File: src/rtl/hrse_pkg.sv
// ----------------------------------------------------------------------------
// Hex record stream encoder package
// Shared widths, character codes, the front-to-back work descriptor and the
// queue status group.
// ----------------------------------------------------------------------------
package hrse_pkg;

   localparam int POS_W       = 21;
   localparam int LEN_W       = 6;
   localparam int SEG_W       = 4;
   localparam int QUEUE_DEPTH = 2;

   localparam logic [7:0] CH_COLON = 8'h3A;
   localparam logic [7:0] CH_ZERO  = 8'h30;
   localparam logic [7:0] CH_ONE   = 8'h31;
   localparam logic [7:0] CH_TWO   = 8'h32;
   localparam logic [7:0] CH_F     = 8'h46;
   localparam logic [7:0] CH_LF    = 8'h0A;

   typedef struct packed {
      logic             seg_emit;
      logic [SEG_W-1:0] seg;
      logic             hdr_emit;
      logic [LEN_W-1:0] len;
      logic [15:0]      addr;
      logic [7:0]       data;
      logic             tail_emit;
      logic [7:0]       csum;
      logic             end_emit;
   } desc_type;

   typedef struct packed {
      logic full;
      logic empty;
   } queue_status_type;

   function automatic logic [7:0] hex_char(input logic [3:0] nib);
      logic [7:0] c;
      if (nib < 4'd10) begin
         c = 8'h30 + {4'd0, nib};
      end else begin
         c = 8'h37 + {4'd0, nib};
      end
      return c;
   endfunction

endpackage

File: src/rtl/hrse_front.sv
// ----------------------------------------------------------------------------
// Hex record stream encoder front
// Accepts image bytes, tracks position, segment, record fill and checksum,
// and turns each byte into a descriptor of the text it causes.
// ----------------------------------------------------------------------------
module hrse_front #(
   parameter int RECORD_BYTES = 16
) (
   input  logic                         clock,
   input  logic                         reset,
   input  logic                         csr_wr_en,
   input  logic [hrse_pkg::POS_W-1:0]   csr_wr_data,
   input  logic                         req_valid,
   output logic                         req_stall,
   input  logic [7:0]                   req_data_byte,
   input  hrse_pkg::queue_status_type   q_status,
   output logic                         q_push,
   output hrse_pkg::desc_type           q_desc
);

   localparam int POS_W = hrse_pkg::POS_W;
   localparam int LEN_W = hrse_pkg::LEN_W;
   localparam int SEG_W = hrse_pkg::SEG_W;

   logic [POS_W-1:0] rom_length_ff, rom_length_in;
   logic [POS_W-1:0] pos_ff, pos_in;
   logic [SEG_W-1:0] seg_ff, seg_in;
   logic [7:0]       cs_ff, cs_in;
   logic [LEN_W-1:0] off_ff, off_in;
   logic [LEN_W-1:0] reclen_ff, reclen_in;

   logic             accept;
   logic             active;
   logic             rec_start;
   logic [POS_W-1:0] rem;
   logic [LEN_W-1:0] len;
   logic [SEG_W-1:0] seg;
   logic             pos_zero;
   logic [7:0]       base;
   logic [7:0]       cs_new;
   logic [LEN_W-1:0] off_inc;
   logic             file_end;
   logic             tail;

   always_comb begin
      req_stall = q_status.full;
      accept    = req_valid && !req_stall;
      active    = pos_ff < rom_length_ff;
      rec_start = off_ff == '0;
      pos_zero  = pos_ff == '0;
      rem       = rom_length_ff - pos_ff;
      if (rem < POS_W'(RECORD_BYTES)) begin
         len = rem[LEN_W-1:0];
      end else begin
         len = LEN_W'(RECORD_BYTES);
      end
      seg = pos_ff[16 +: SEG_W];
      if (rec_start) begin
         base = 8'({2'd0, len} + {1'b0, pos_ff[15:8]} + {1'b0, pos_ff[7:0]});
      end else begin
         base = cs_ff;
      end
      cs_new    = base + req_data_byte;
      reclen_in = rec_start ? len : reclen_ff;
      off_inc   = off_ff + 1'b1;
      file_end  = ({1'b0, pos_ff} + 1'b1) >= {1'b0, rom_length_ff};
      tail      = (off_inc >= reclen_in) || file_end;

      q_desc.seg_emit  = pos_zero || (rec_start && (seg != seg_ff));
      q_desc.seg       = seg;
      q_desc.hdr_emit  = rec_start;
      q_desc.len       = len;
      q_desc.addr      = pos_ff[15:0];
      q_desc.data      = req_data_byte;
      q_desc.tail_emit = tail;
      q_desc.csum      = 8'd0 - cs_new;
      q_desc.end_emit  = file_end;
      q_push           = accept && active;

      rom_length_in = csr_wr_en ? csr_wr_data : rom_length_ff;
      pos_in        = pos_ff + 1'b1;
      seg_in        = (pos_zero || rec_start) ? seg : seg_ff;
      cs_in         = cs_new;
      off_in        = tail ? '0 : off_inc;
   end

   always_ff @(posedge clock) begin
      if (reset) begin
         rom_length_ff <= POS_W'(65536);
         pos_ff        <= '0;
         seg_ff        <= '0;
         cs_ff         <= '0;
         off_ff        <= '0;
         reclen_ff     <= '0;
      end else begin
         rom_length_ff <= rom_length_in;
         if (q_push) begin
            pos_ff    <= pos_in;
            seg_ff    <= seg_in;
            cs_ff     <= cs_in;
            off_ff    <= off_in;
            reclen_ff <= reclen_in;
         end
      end
   end

endmodule

File: src/rtl/hrse_queue.sv
// ----------------------------------------------------------------------------
// Hex record stream encoder queue
// A short register queue of descriptors between the front and the back.
// ----------------------------------------------------------------------------
module hrse_queue (
   input  logic                       clock,
   input  logic                       reset,
   input  logic                       push,
   input  hrse_pkg::desc_type         push_desc,
   input  logic                       pop,
   output hrse_pkg::desc_type         head_desc,
   output hrse_pkg::queue_status_type status
);

   localparam int DEPTH = hrse_pkg::QUEUE_DEPTH;
   localparam int PTR_W = (DEPTH > 1) ? $clog2(DEPTH) : 1;
   localparam int CNT_W = $clog2(DEPTH + 1);

   hrse_pkg::desc_type entry_ff [DEPTH];

   logic [PTR_W-1:0] wr_ptr_ff, wr_ptr_in;
   logic [PTR_W-1:0] rd_ptr_ff, rd_ptr_in;
   logic [CNT_W-1:0] count_ff, count_in;

   always_comb begin
      status.full  = count_ff == CNT_W'(DEPTH);
      status.empty = count_ff == '0;
      head_desc    = entry_ff[rd_ptr_ff];
      wr_ptr_in    = wr_ptr_ff;
      rd_ptr_in    = rd_ptr_ff;
      if (push) begin
         wr_ptr_in = (wr_ptr_ff == PTR_W'(DEPTH - 1)) ? '0 : wr_ptr_ff + 1'b1;
      end
      if (pop) begin
         rd_ptr_in = (rd_ptr_ff == PTR_W'(DEPTH - 1)) ? '0 : rd_ptr_ff + 1'b1;
      end
      count_in = count_ff + CNT_W'(push) - CNT_W'(pop);
   end

   always_ff @(posedge clock) begin
      if (push) begin
         entry_ff[wr_ptr_ff] <= push_desc;
      end
   end

   always_ff @(posedge clock) begin
      if (reset) begin
         wr_ptr_ff <= '0;
         rd_ptr_ff <= '0;
         count_ff  <= '0;
      end else begin
         wr_ptr_ff <= wr_ptr_in;
         rd_ptr_ff <= rd_ptr_in;
         count_ff  <= count_in;
      end
   end

endmodule

File: src/rtl/hrse_back.sv
// ----------------------------------------------------------------------------
// Hex record stream encoder back
// Walks each descriptor through its text phases and drives one character
// per cycle into the result register while the result is not stalled.
// ----------------------------------------------------------------------------
module hrse_back (
   input  logic                       clock,
   input  logic                       reset,
   input  hrse_pkg::desc_type         head_desc,
   input  hrse_pkg::queue_status_type q_status,
   output logic                       q_pop,
   output logic                       rsp_valid,
   input  logic                       rsp_stall,
   output logic [7:0]                 rsp_out_char,
   output logic                       rsp_last_of_run,
   output logic                       rsp_file_done
);

   typedef enum logic [2:0] {
      PH_SEG,
      PH_HDR,
      PH_DATA,
      PH_TAIL,
      PH_END
   } phase_type;

   hrse_pkg::desc_type desc_ff, desc_in;
   phase_type          phase_ff, phase_in;
   logic [3:0]         cnt_ff, cnt_in;
   logic               busy_ff, busy_in;
   logic               valid_ff, valid_in;
   logic [7:0]         char_ff, char_in;
   logic               last_ff, last_in;
   logic               done_ff, done_in;

   hrse_pkg::desc_type sel;
   phase_type          sel_phase;
   phase_type          nxt_phase;
   logic [3:0]         sel_cnt;
   logic [3:0]         last_idx;
   logic               phase_last;
   logic               nxt_none;
   logic               have;
   logic               adv;
   logic [7:0]         seg_cs;
   logic [7:0]         len8;
   logic [7:0]         ch;

   always_comb begin
      adv  = !valid_ff || !rsp_stall;
      have = busy_ff || !q_status.empty;
      if (busy_ff) begin
         sel       = desc_ff;
         sel_phase = phase_ff;
         sel_cnt   = cnt_ff;
      end else begin
         sel = head_desc;
         if (head_desc.seg_emit) begin
            sel_phase = PH_SEG;
         end else if (head_desc.hdr_emit) begin
            sel_phase = PH_HDR;
         end else begin
            sel_phase = PH_DATA;
         end
         sel_cnt = '0;
      end

      seg_cs = 8'd0 - (8'd4 + {sel.seg, 4'd0});
      len8   = {2'd0, sel.len};
      nxt_none  = 1'b0;
      nxt_phase = PH_DATA;
      ch        = hrse_pkg::CH_ZERO;

      unique case (sel_phase)
         PH_SEG: begin
            last_idx  = 4'd15;
            nxt_phase = sel.hdr_emit ? PH_HDR : PH_DATA;
            case (sel_cnt)
               4'd0:    ch = hrse_pkg::CH_COLON;
               4'd2:    ch = hrse_pkg::CH_TWO;
               4'd8:    ch = hrse_pkg::CH_TWO;
               4'd9:    ch = hrse_pkg::hex_char(sel.seg);
               4'd13:   ch = hrse_pkg::hex_char(seg_cs[7:4]);
               4'd14:   ch = hrse_pkg::hex_char(seg_cs[3:0]);
               4'd15:   ch = hrse_pkg::CH_LF;
               default: ch = hrse_pkg::CH_ZERO;
            endcase
         end
         PH_HDR: begin
            last_idx  = 4'd8;
            nxt_phase = PH_DATA;
            case (sel_cnt)
               4'd0:    ch = hrse_pkg::CH_COLON;
               4'd1:    ch = hrse_pkg::hex_char(len8[7:4]);
               4'd2:    ch = hrse_pkg::hex_char(len8[3:0]);
               4'd3:    ch = hrse_pkg::hex_char(sel.addr[15:12]);
               4'd4:    ch = hrse_pkg::hex_char(sel.addr[11:8]);
               4'd5:    ch = hrse_pkg::hex_char(sel.addr[7:4]);
               4'd6:    ch = hrse_pkg::hex_char(sel.addr[3:0]);
               default: ch = hrse_pkg::CH_ZERO;
            endcase
         end
         PH_DATA: begin
            last_idx = 4'd1;
            if (sel.tail_emit) begin
               nxt_phase = PH_TAIL;
            end else if (sel.end_emit) begin
               nxt_phase = PH_END;
            end else begin
               nxt_none = 1'b1;
            end
            ch = sel_cnt[0] ? hrse_pkg::hex_char(sel.data[3:0])
                            : hrse_pkg::hex_char(sel.data[7:4]);
         end
         PH_TAIL: begin
            last_idx  = 4'd2;
            nxt_phase = PH_END;
            nxt_none  = !sel.end_emit;
            case (sel_cnt)
               4'd0:    ch = hrse_pkg::hex_char(sel.csum[7:4]);
               4'd1:    ch = hrse_pkg::hex_char(sel.csum[3:0]);
               default: ch = hrse_pkg::CH_LF;
            endcase
         end
         PH_END: begin
            last_idx = 4'd11;
            nxt_none = 1'b1;
            case (sel_cnt)
               4'd0:    ch = hrse_pkg::CH_COLON;
               4'd8:    ch = hrse_pkg::CH_ONE;
               4'd9:    ch = hrse_pkg::CH_F;
               4'd10:   ch = hrse_pkg::CH_F;
               4'd11:   ch = hrse_pkg::CH_LF;
               default: ch = hrse_pkg::CH_ZERO;
            endcase
         end
         default: begin
            last_idx = 4'd0;
            nxt_none = 1'b1;
         end
      endcase

      phase_last = sel_cnt == last_idx;
      q_pop      = adv && !busy_ff && !q_status.empty;

      desc_in  = busy_ff ? desc_ff : head_desc;
      phase_in = phase_ff;
      cnt_in   = cnt_ff;
      busy_in  = busy_ff;
      valid_in = valid_ff;
      char_in  = char_ff;
      last_in  = last_ff;
      done_in  = done_ff;
      if (adv) begin
         valid_in = have;
         if (have) begin
            char_in = ch;
            last_in = phase_last && nxt_none;
            done_in = phase_last && (sel_phase == PH_END);
            if (phase_last) begin
               busy_in  = !nxt_none;
               phase_in = nxt_phase;
               cnt_in   = '0;
            end else begin
               busy_in  = 1'b1;
               phase_in = sel_phase;
               cnt_in   = sel_cnt + 1'b1;
            end
         end
      end
   end

   always_ff @(posedge clock) begin
      desc_ff  <= desc_in;
      phase_ff <= phase_in;
      cnt_ff   <= cnt_in;
      char_ff  <= char_in;
      last_ff  <= last_in;
      done_ff  <= done_in;
      if (reset) begin
         busy_ff  <= 1'b0;
         valid_ff <= 1'b0;
      end else begin
         busy_ff  <= busy_in;
         valid_ff <= valid_in;
      end
   end

   assign rsp_valid       = valid_ff;
   assign rsp_out_char    = char_ff;
   assign rsp_last_of_run = last_ff;
   assign rsp_file_done   = done_ff;

endmodule

File: src/rtl/hex_record_stream_encoder_unit.sv
// ----------------------------------------------------------------------------
// Hex record stream encoder unit
// Turns a byte stream of a ROM image into hex record text, one character
// per result item.
//
//   Channel  Direction  Handshake            Payload
//   req      in         req_valid/req_stall  req_data_byte
//   rsp      out        rsp_valid/rsp_stall  rsp_out_char, rsp_last_of_run,
//                                            rsp_file_done
//   csr      in         csr_wr_en            csr_wr_data (rom_length)
//
// The back end emits one character per cycle while the result is not
// stalled; an item causes two characters for a mid-record byte, up to 42
// when a segment record, header, checksum and end record all fall on it.
// An item is accepted in the cycle it arrives while the two-entry
// descriptor queue has room. Synchronous reset clears all control state and
// sets rom_length to 65536. A stalled result holds in the output register.
// ----------------------------------------------------------------------------
module hex_record_stream_encoder_unit #(
   parameter int RECORD_BYTES = 16
) (
   input  logic                       clock,
   input  logic                       reset,
   input  logic                       csr_wr_en,
   input  logic [hrse_pkg::POS_W-1:0] csr_wr_data,
   input  logic                       req_valid,
   output logic                       req_stall,
   input  logic [7:0]                 req_data_byte,
   output logic                       rsp_valid,
   input  logic                       rsp_stall,
   output logic [7:0]                 rsp_out_char,
   output logic                       rsp_last_of_run,
   output logic                       rsp_file_done
);

   hrse_pkg::queue_status_type q_status;
   hrse_pkg::desc_type         push_desc;
   hrse_pkg::desc_type         head_desc;
   logic                       q_push;
   logic                       q_pop;

   hrse_front #(
      .RECORD_BYTES(RECORD_BYTES)
   ) u_front (
      .clock        (clock),
      .reset        (reset),
      .csr_wr_en    (csr_wr_en),
      .csr_wr_data  (csr_wr_data),
      .req_valid    (req_valid),
      .req_stall    (req_stall),
      .req_data_byte(req_data_byte),
      .q_status     (q_status),
      .q_push       (q_push),
      .q_desc       (push_desc)
   );

   hrse_queue u_queue (
      .clock    (clock),
      .reset    (reset),
      .push     (q_push),
      .push_desc(push_desc),
      .pop      (q_pop),
      .head_desc(head_desc),
      .status   (q_status)
   );

   hrse_back u_back (
      .clock          (clock),
      .reset          (reset),
      .head_desc      (head_desc),
      .q_status       (q_status),
      .q_pop          (q_pop),
      .rsp_valid      (rsp_valid),
      .rsp_stall      (rsp_stall),
      .rsp_out_char   (rsp_out_char),
      .rsp_last_of_run(rsp_last_of_run),
      .rsp_file_done  (rsp_file_done)
   );

endmodule

File: config.mk
export PLATFORM = sky130hd
export DESIGN_NAME = hex_record_stream_encoder_unit
export DESIGN_NICKNAME = d
export VERILOG_FILES = /design/src/rtl/hrse_pkg.sv /design/src/rtl/hrse_front.sv /design/src/rtl/hrse_queue.sv /design/src/rtl/hrse_back.sv /design/src/rtl/hex_record_stream_encoder_unit.sv
export SDC_FILE = /design/constraint.sdc
export NUM_CORES = 1
export LEC_CHECK = 0
export BUFFER_PORTS_ARGS = -buffer_cell sky130_fd_sc_hd__buf_2
export CAP_MARGIN = 10
export CORE_MARGIN = 5
export CORE_UTILIZATION = 40
export CTS_CLUSTER_SIZE = 30
export DETAILED_ROUTE_END_ITERATION = 6
export HOLD_SLACK_MARGIN = 0.03
export PLACE_DENSITY = 0.58
export SLEW_MARGIN = 15
export SYNTH_ARGS = -nofsm -noshare
export SYNTH_HDL_FRONTEND = slang
export SYNTH_SLANG_ARGS = --single-unit
export TNS_END_PERCENT = 10
File: constraint.sdc
create_clock -name clock -period 8.45 [get_ports clock]
set_input_delay 1.69 -clock clock [delete_from_list [all_inputs] [get_ports clock]]
set_output_delay 1.69 -clock clock [all_outputs]
set_load 0.02 [all_outputs]
==> tab_implementation.tex <==
\begin{tabular}{lr}
\hline
Metric & Value \\
\hline
\multicolumn{2}{l}{\textbf{Global route}} \\
\quad Global-route wire length before repair & 51700 µm \\
\quad Vias in the first global route & 9587 \\
\quad Overall fraction of global-route tracks in use & 0.175 \\
\quad Largest net degree at the start of global routing & 79 \\
\quad Antenna violations before repair & 0 \\
\quad Total global routing overflow & 0 \\
\multicolumn{2}{l}{\textbf{Die}} \\
\quad Starting Density & 0.404 \\
\quad Area of the core & 0.0325 mm² \\
\quad I/O pin count & 46 \\
\quad Num rows & 66 \\
\quad Die boundary height & 191 µm \\
\quad Area of the die & 0.0365 mm² \\
\quad Die width & 191 µm \\
\multicolumn{2}{l}{\textbf{CTS}} \\
\quad Number of CTS-inserted buffers & 26 \\
\quad Clk buf depth & 3 \\
\quad Depth of the CTS H-tree & 1 \\
\quad Clock latency at the later pin of the worst-skew pair & 0.53 ns \\
\quad Clock tree from TritonCTS & built \\
\quad Post-CTS Hold Fix Bufs & 0 \\
\quad Clock transition at the registers of the reported paths & 0.06 ns \\
\quad Setup bufs post-CTS & 0 \\
\quad Number of clock sinks & 226 \\
\quad CTS resizes & 0 \\
\quad Clock tree root buffer cell & clkbuf\_16 \\
\multicolumn{2}{l}{\textbf{Worst setup path}} \\
\quad Category of the critical setup timing path & flop to flop \\
\quad Data required time at the worst endpoint & 8.72 ns \\
\quad Crit end category & flop \\
\quad Worst EP arrival & 6.87 ns \\
\quad Maximum fanout encountered on the critical timing path & 14 \\
\quad Type of origin of the critical path & flop \\
\multicolumn{2}{l}{\textbf{Yosys}} \\
\quad Proportion of synthesized flip-flops having asynchronous set or reset & 0 \\
\quad Netlist area before placement & 0.0131 mm² \\
\quad Number of synthesized flops with an enable pin & 108 \\
\quad Number of distinct standard cells referenced by the synthesized netlist & 75 \\
\quad Yosys warns & 0 \\
\quad Synthesized area per cell & 9.44 µm² \\
\quad Number of synthesized register bits & 226 \\
\quad Number of instances in the synthesized netlist & 1387 \\
\quad Most used flip-flop cell after synthesis & dfxtp\_1 \\
\quad Post-synthesis sequential area ratio & 0.428 \\
\multicolumn{2}{l}{\textbf{Cells and area}} \\
\quad Layout overhead on the synthesized area & 10.9\% \\
\quad Combined area of the multi-input logic cells & 0.00689 mm² \\
\quad Most common cell after layout, fill and taps aside & nor2\_1 \\
\quad Post-Layout Inst Area & 0.0145 mm² \\
\quad \# fillers & 3115 \\
\quad Non-Filler Instances & 1879 \\
\quad Seq. cell area & 0.00561 mm² \\
\quad Utilization after layout & 0.448 \\
\quad Most frequent cells in the layout & nor2\_1, nand2\_1, dfxtp\_1 \\
\quad Final nets & 1545 \\
\quad Layout cell share with drive strength beyond 1 & 0.0786 \\
\quad Antenna cells & 0 \\
\multicolumn{2}{l}{\textbf{Timing}} \\
\quad Number of failing hold endpoints at the final stage & 0 \\
\quad Clock period minus final worst setup slack & 6.60 ns \\
\quad Post-Route Hold Slack & 0.474 ns \\
\quad Final-layout setup total negative slack & 0 ns \\
\quad Setup repair after global routing missed its margin & no \\
\quad Tightest Pin Transition & 1.05 ns \\
\quad Max\_slew headroom & 0.298 \\
\quad \# setup viols final & 0 \\
\quad Fmax & 0.151 GHz \\
\quad Max-slew violation count & 0 \\
\quad Final worst-path cycle share & 0.781 \\
\quad Setup clock skew after layout & 0.0134 ns \\
\multicolumn{2}{l}{\textbf{Placed design}} \\
\quad Input/output buffers & 44 \\
\quad Total cell area at the placement stage & 0.0137 mm² \\
\quad Final weighted congestion of routability-driven global placement & 0.931 \\
\quad Half-perimeter wire length after placement & 24000 µm \\
\quad Number of cells in the design after placement & 1832 \\
\multicolumn{2}{l}{\textbf{Power and ir drop}} \\
\quad Leakage & 5.77 nW \\
\quad Total power divided by cell area & 298 mW/mm² \\
\quad Worst vdd ir & 172 µV \\
\multicolumn{2}{l}{\textbf{Run}} \\
\quad Max-capacitance violation count & 0 \\
\multicolumn{2}{l}{\textbf{Drt}} \\
\quad Drt wl/cell & 17.2 µm \\
\quad DR DRC count & 0 \\
\quad Average vias per placed instance & 5.32 \\
\quad Count of nets left with antenna violations after detail routing & 0 \\
\quad Vias & 10000 \\
\quad Iteration-0 DRC Markers & 751 \\
\quad Routed WL & 32300 µm \\
\quad DR pass1 iterations & 6 \\
\multicolumn{2}{l}{\textbf{Worst hold path}} \\
\quad Path category of the worst min-delay check & flop to flop \\
\multicolumn{2}{l}{\textbf{Outcome}} \\
\quad Outcome & finished, final reports clean \\
\hline
\end{tabular}
where the power goes:
part | total [mW] | internal [mW] | switching, mW
registers | 1.57 | 1.43 | 0.134
clock network | 1.07 | 0.627 | 0.448
logic | 1.69 | 0.606 | 1.09
total | 4.33 | 2.66 | 1.67
stage by stage:
step | worst slack (ns) | power (mW)
after CTS | 1.87 | 4.37
after floorplan | 2.73 | 2.85
after detailed placement | 1.88 | 3.27
after global routing | 1.35 | 4.64
after global placement | 1.94 | 3.25
final | 1.85 | 4.33
sequential cells by signal, indices dropped and copies added, names as in the netlist, 2 cells and up, named ones only:
name                   cells
u_front.seg_ff             4
u_front.pos_ff            21
u_front.rom_length_ff     21
u_front.reclen_ff          6
u_back.desc_ff            45
u_front.off_ff             6
u_queue.count_ff           2
u_back.phase_ff            3
u_front.cs_ff              8
u_queue.entry_ff          92
u_back.cnt_ff              4
u_back.rsp_out_char        7
synth_stat cells, drive strengths merged (26+ instances only):
cell      n  area (µm²)
a21o     26         195
a21oi    87         450
buf      29         160
dfxtp   118        2360
edfxtp  108        3240
ha       84        1050
inv      99         372
mux2i    77         771
nand2   134         503
nand3    34         170
nor2    142         533
o21ai    73         365
xnor2    79         692
per-layer routing:
layer / GRT usage / part of all wire / up-vias
li1: - / - / 5036
met1: 0.237 / 0.46 / 4673
met2: 0.289 / 0.46 / 230
met3: 0.0245 / 0.045 / 61
met4: 0.0594 / 0.032 / 0
met5: 0 / 0 / -
critical path, stage by stage (launching register included):
cell and delay, ns:
dfxtp_1 0.42, ha_1 0.29, fa_1 0.40, nand2b_1 0.18, a211oi_1 0.32, nor3_1 0.13, o21ai_0 0.35, a31oi_1 0.16
xnor2_1 0.15, nor3_1 0.38, nand4_1 0.15, buf_4 0.22, or2_1 0.23, fa_1 0.52, inv_1 0.05, ha_1 0.22
fa_1 0.43, nand2_1 0.09, nand2_1 0.07, ha_1 0.31, a21o_1 0.18, a21oi_1 0.27, xnor2_1 0.16, nor2_1 0.17
nand2_1 0.10, nor3_1 0.25, xor2_1 0.11
kinds of logic (layout without fill, tap and decap cells):
family | Yosys count | after routing | synth area share
AOI/OAI and AO/OA | 313 | 313 | 0.156
xor gates and xnor gates | 97 | 97 | 0.0649
adders and majority gates | 93 | 93 | 0.0940
buffers and inverters | 153 | 200 | 0.0479
DFF | 226 | 226 | 0.428
muxes | 79 | 79 | 0.0608
other | 1 | 4 | 0.000286
and+or+nand+nor | 425 | 425 | 0.148
cell type report:
cell class              instances  area share
repair buffers                 52      0.0193
clock buffers                  37      0.0497
well taps                     442      0.0381
inverters                     101      0.0261
flip-flops and latches        226       0.386
clock inverters                10     0.00646
multi-input cells            1011       0.474
path summary, 6_finish.rpt:
path,from,endpoint,slack (ns),depth (start not counted)
hold reg to reg,u_back.desc_ff[38],u_back.desc_ff[38],0.47,2
setup reg to reg,u_front.pos_ff[0],u_queue.entry_ff[0][8],1.85,26
hold / removal,u_back.desc_ff[38],u_back.desc_ff[38],0.47,2
setup / recovery,u_front.pos_ff[0],u_queue.entry_ff[0][8],1.85,26
Note: power is estimated with default switching activity, not from simulation.
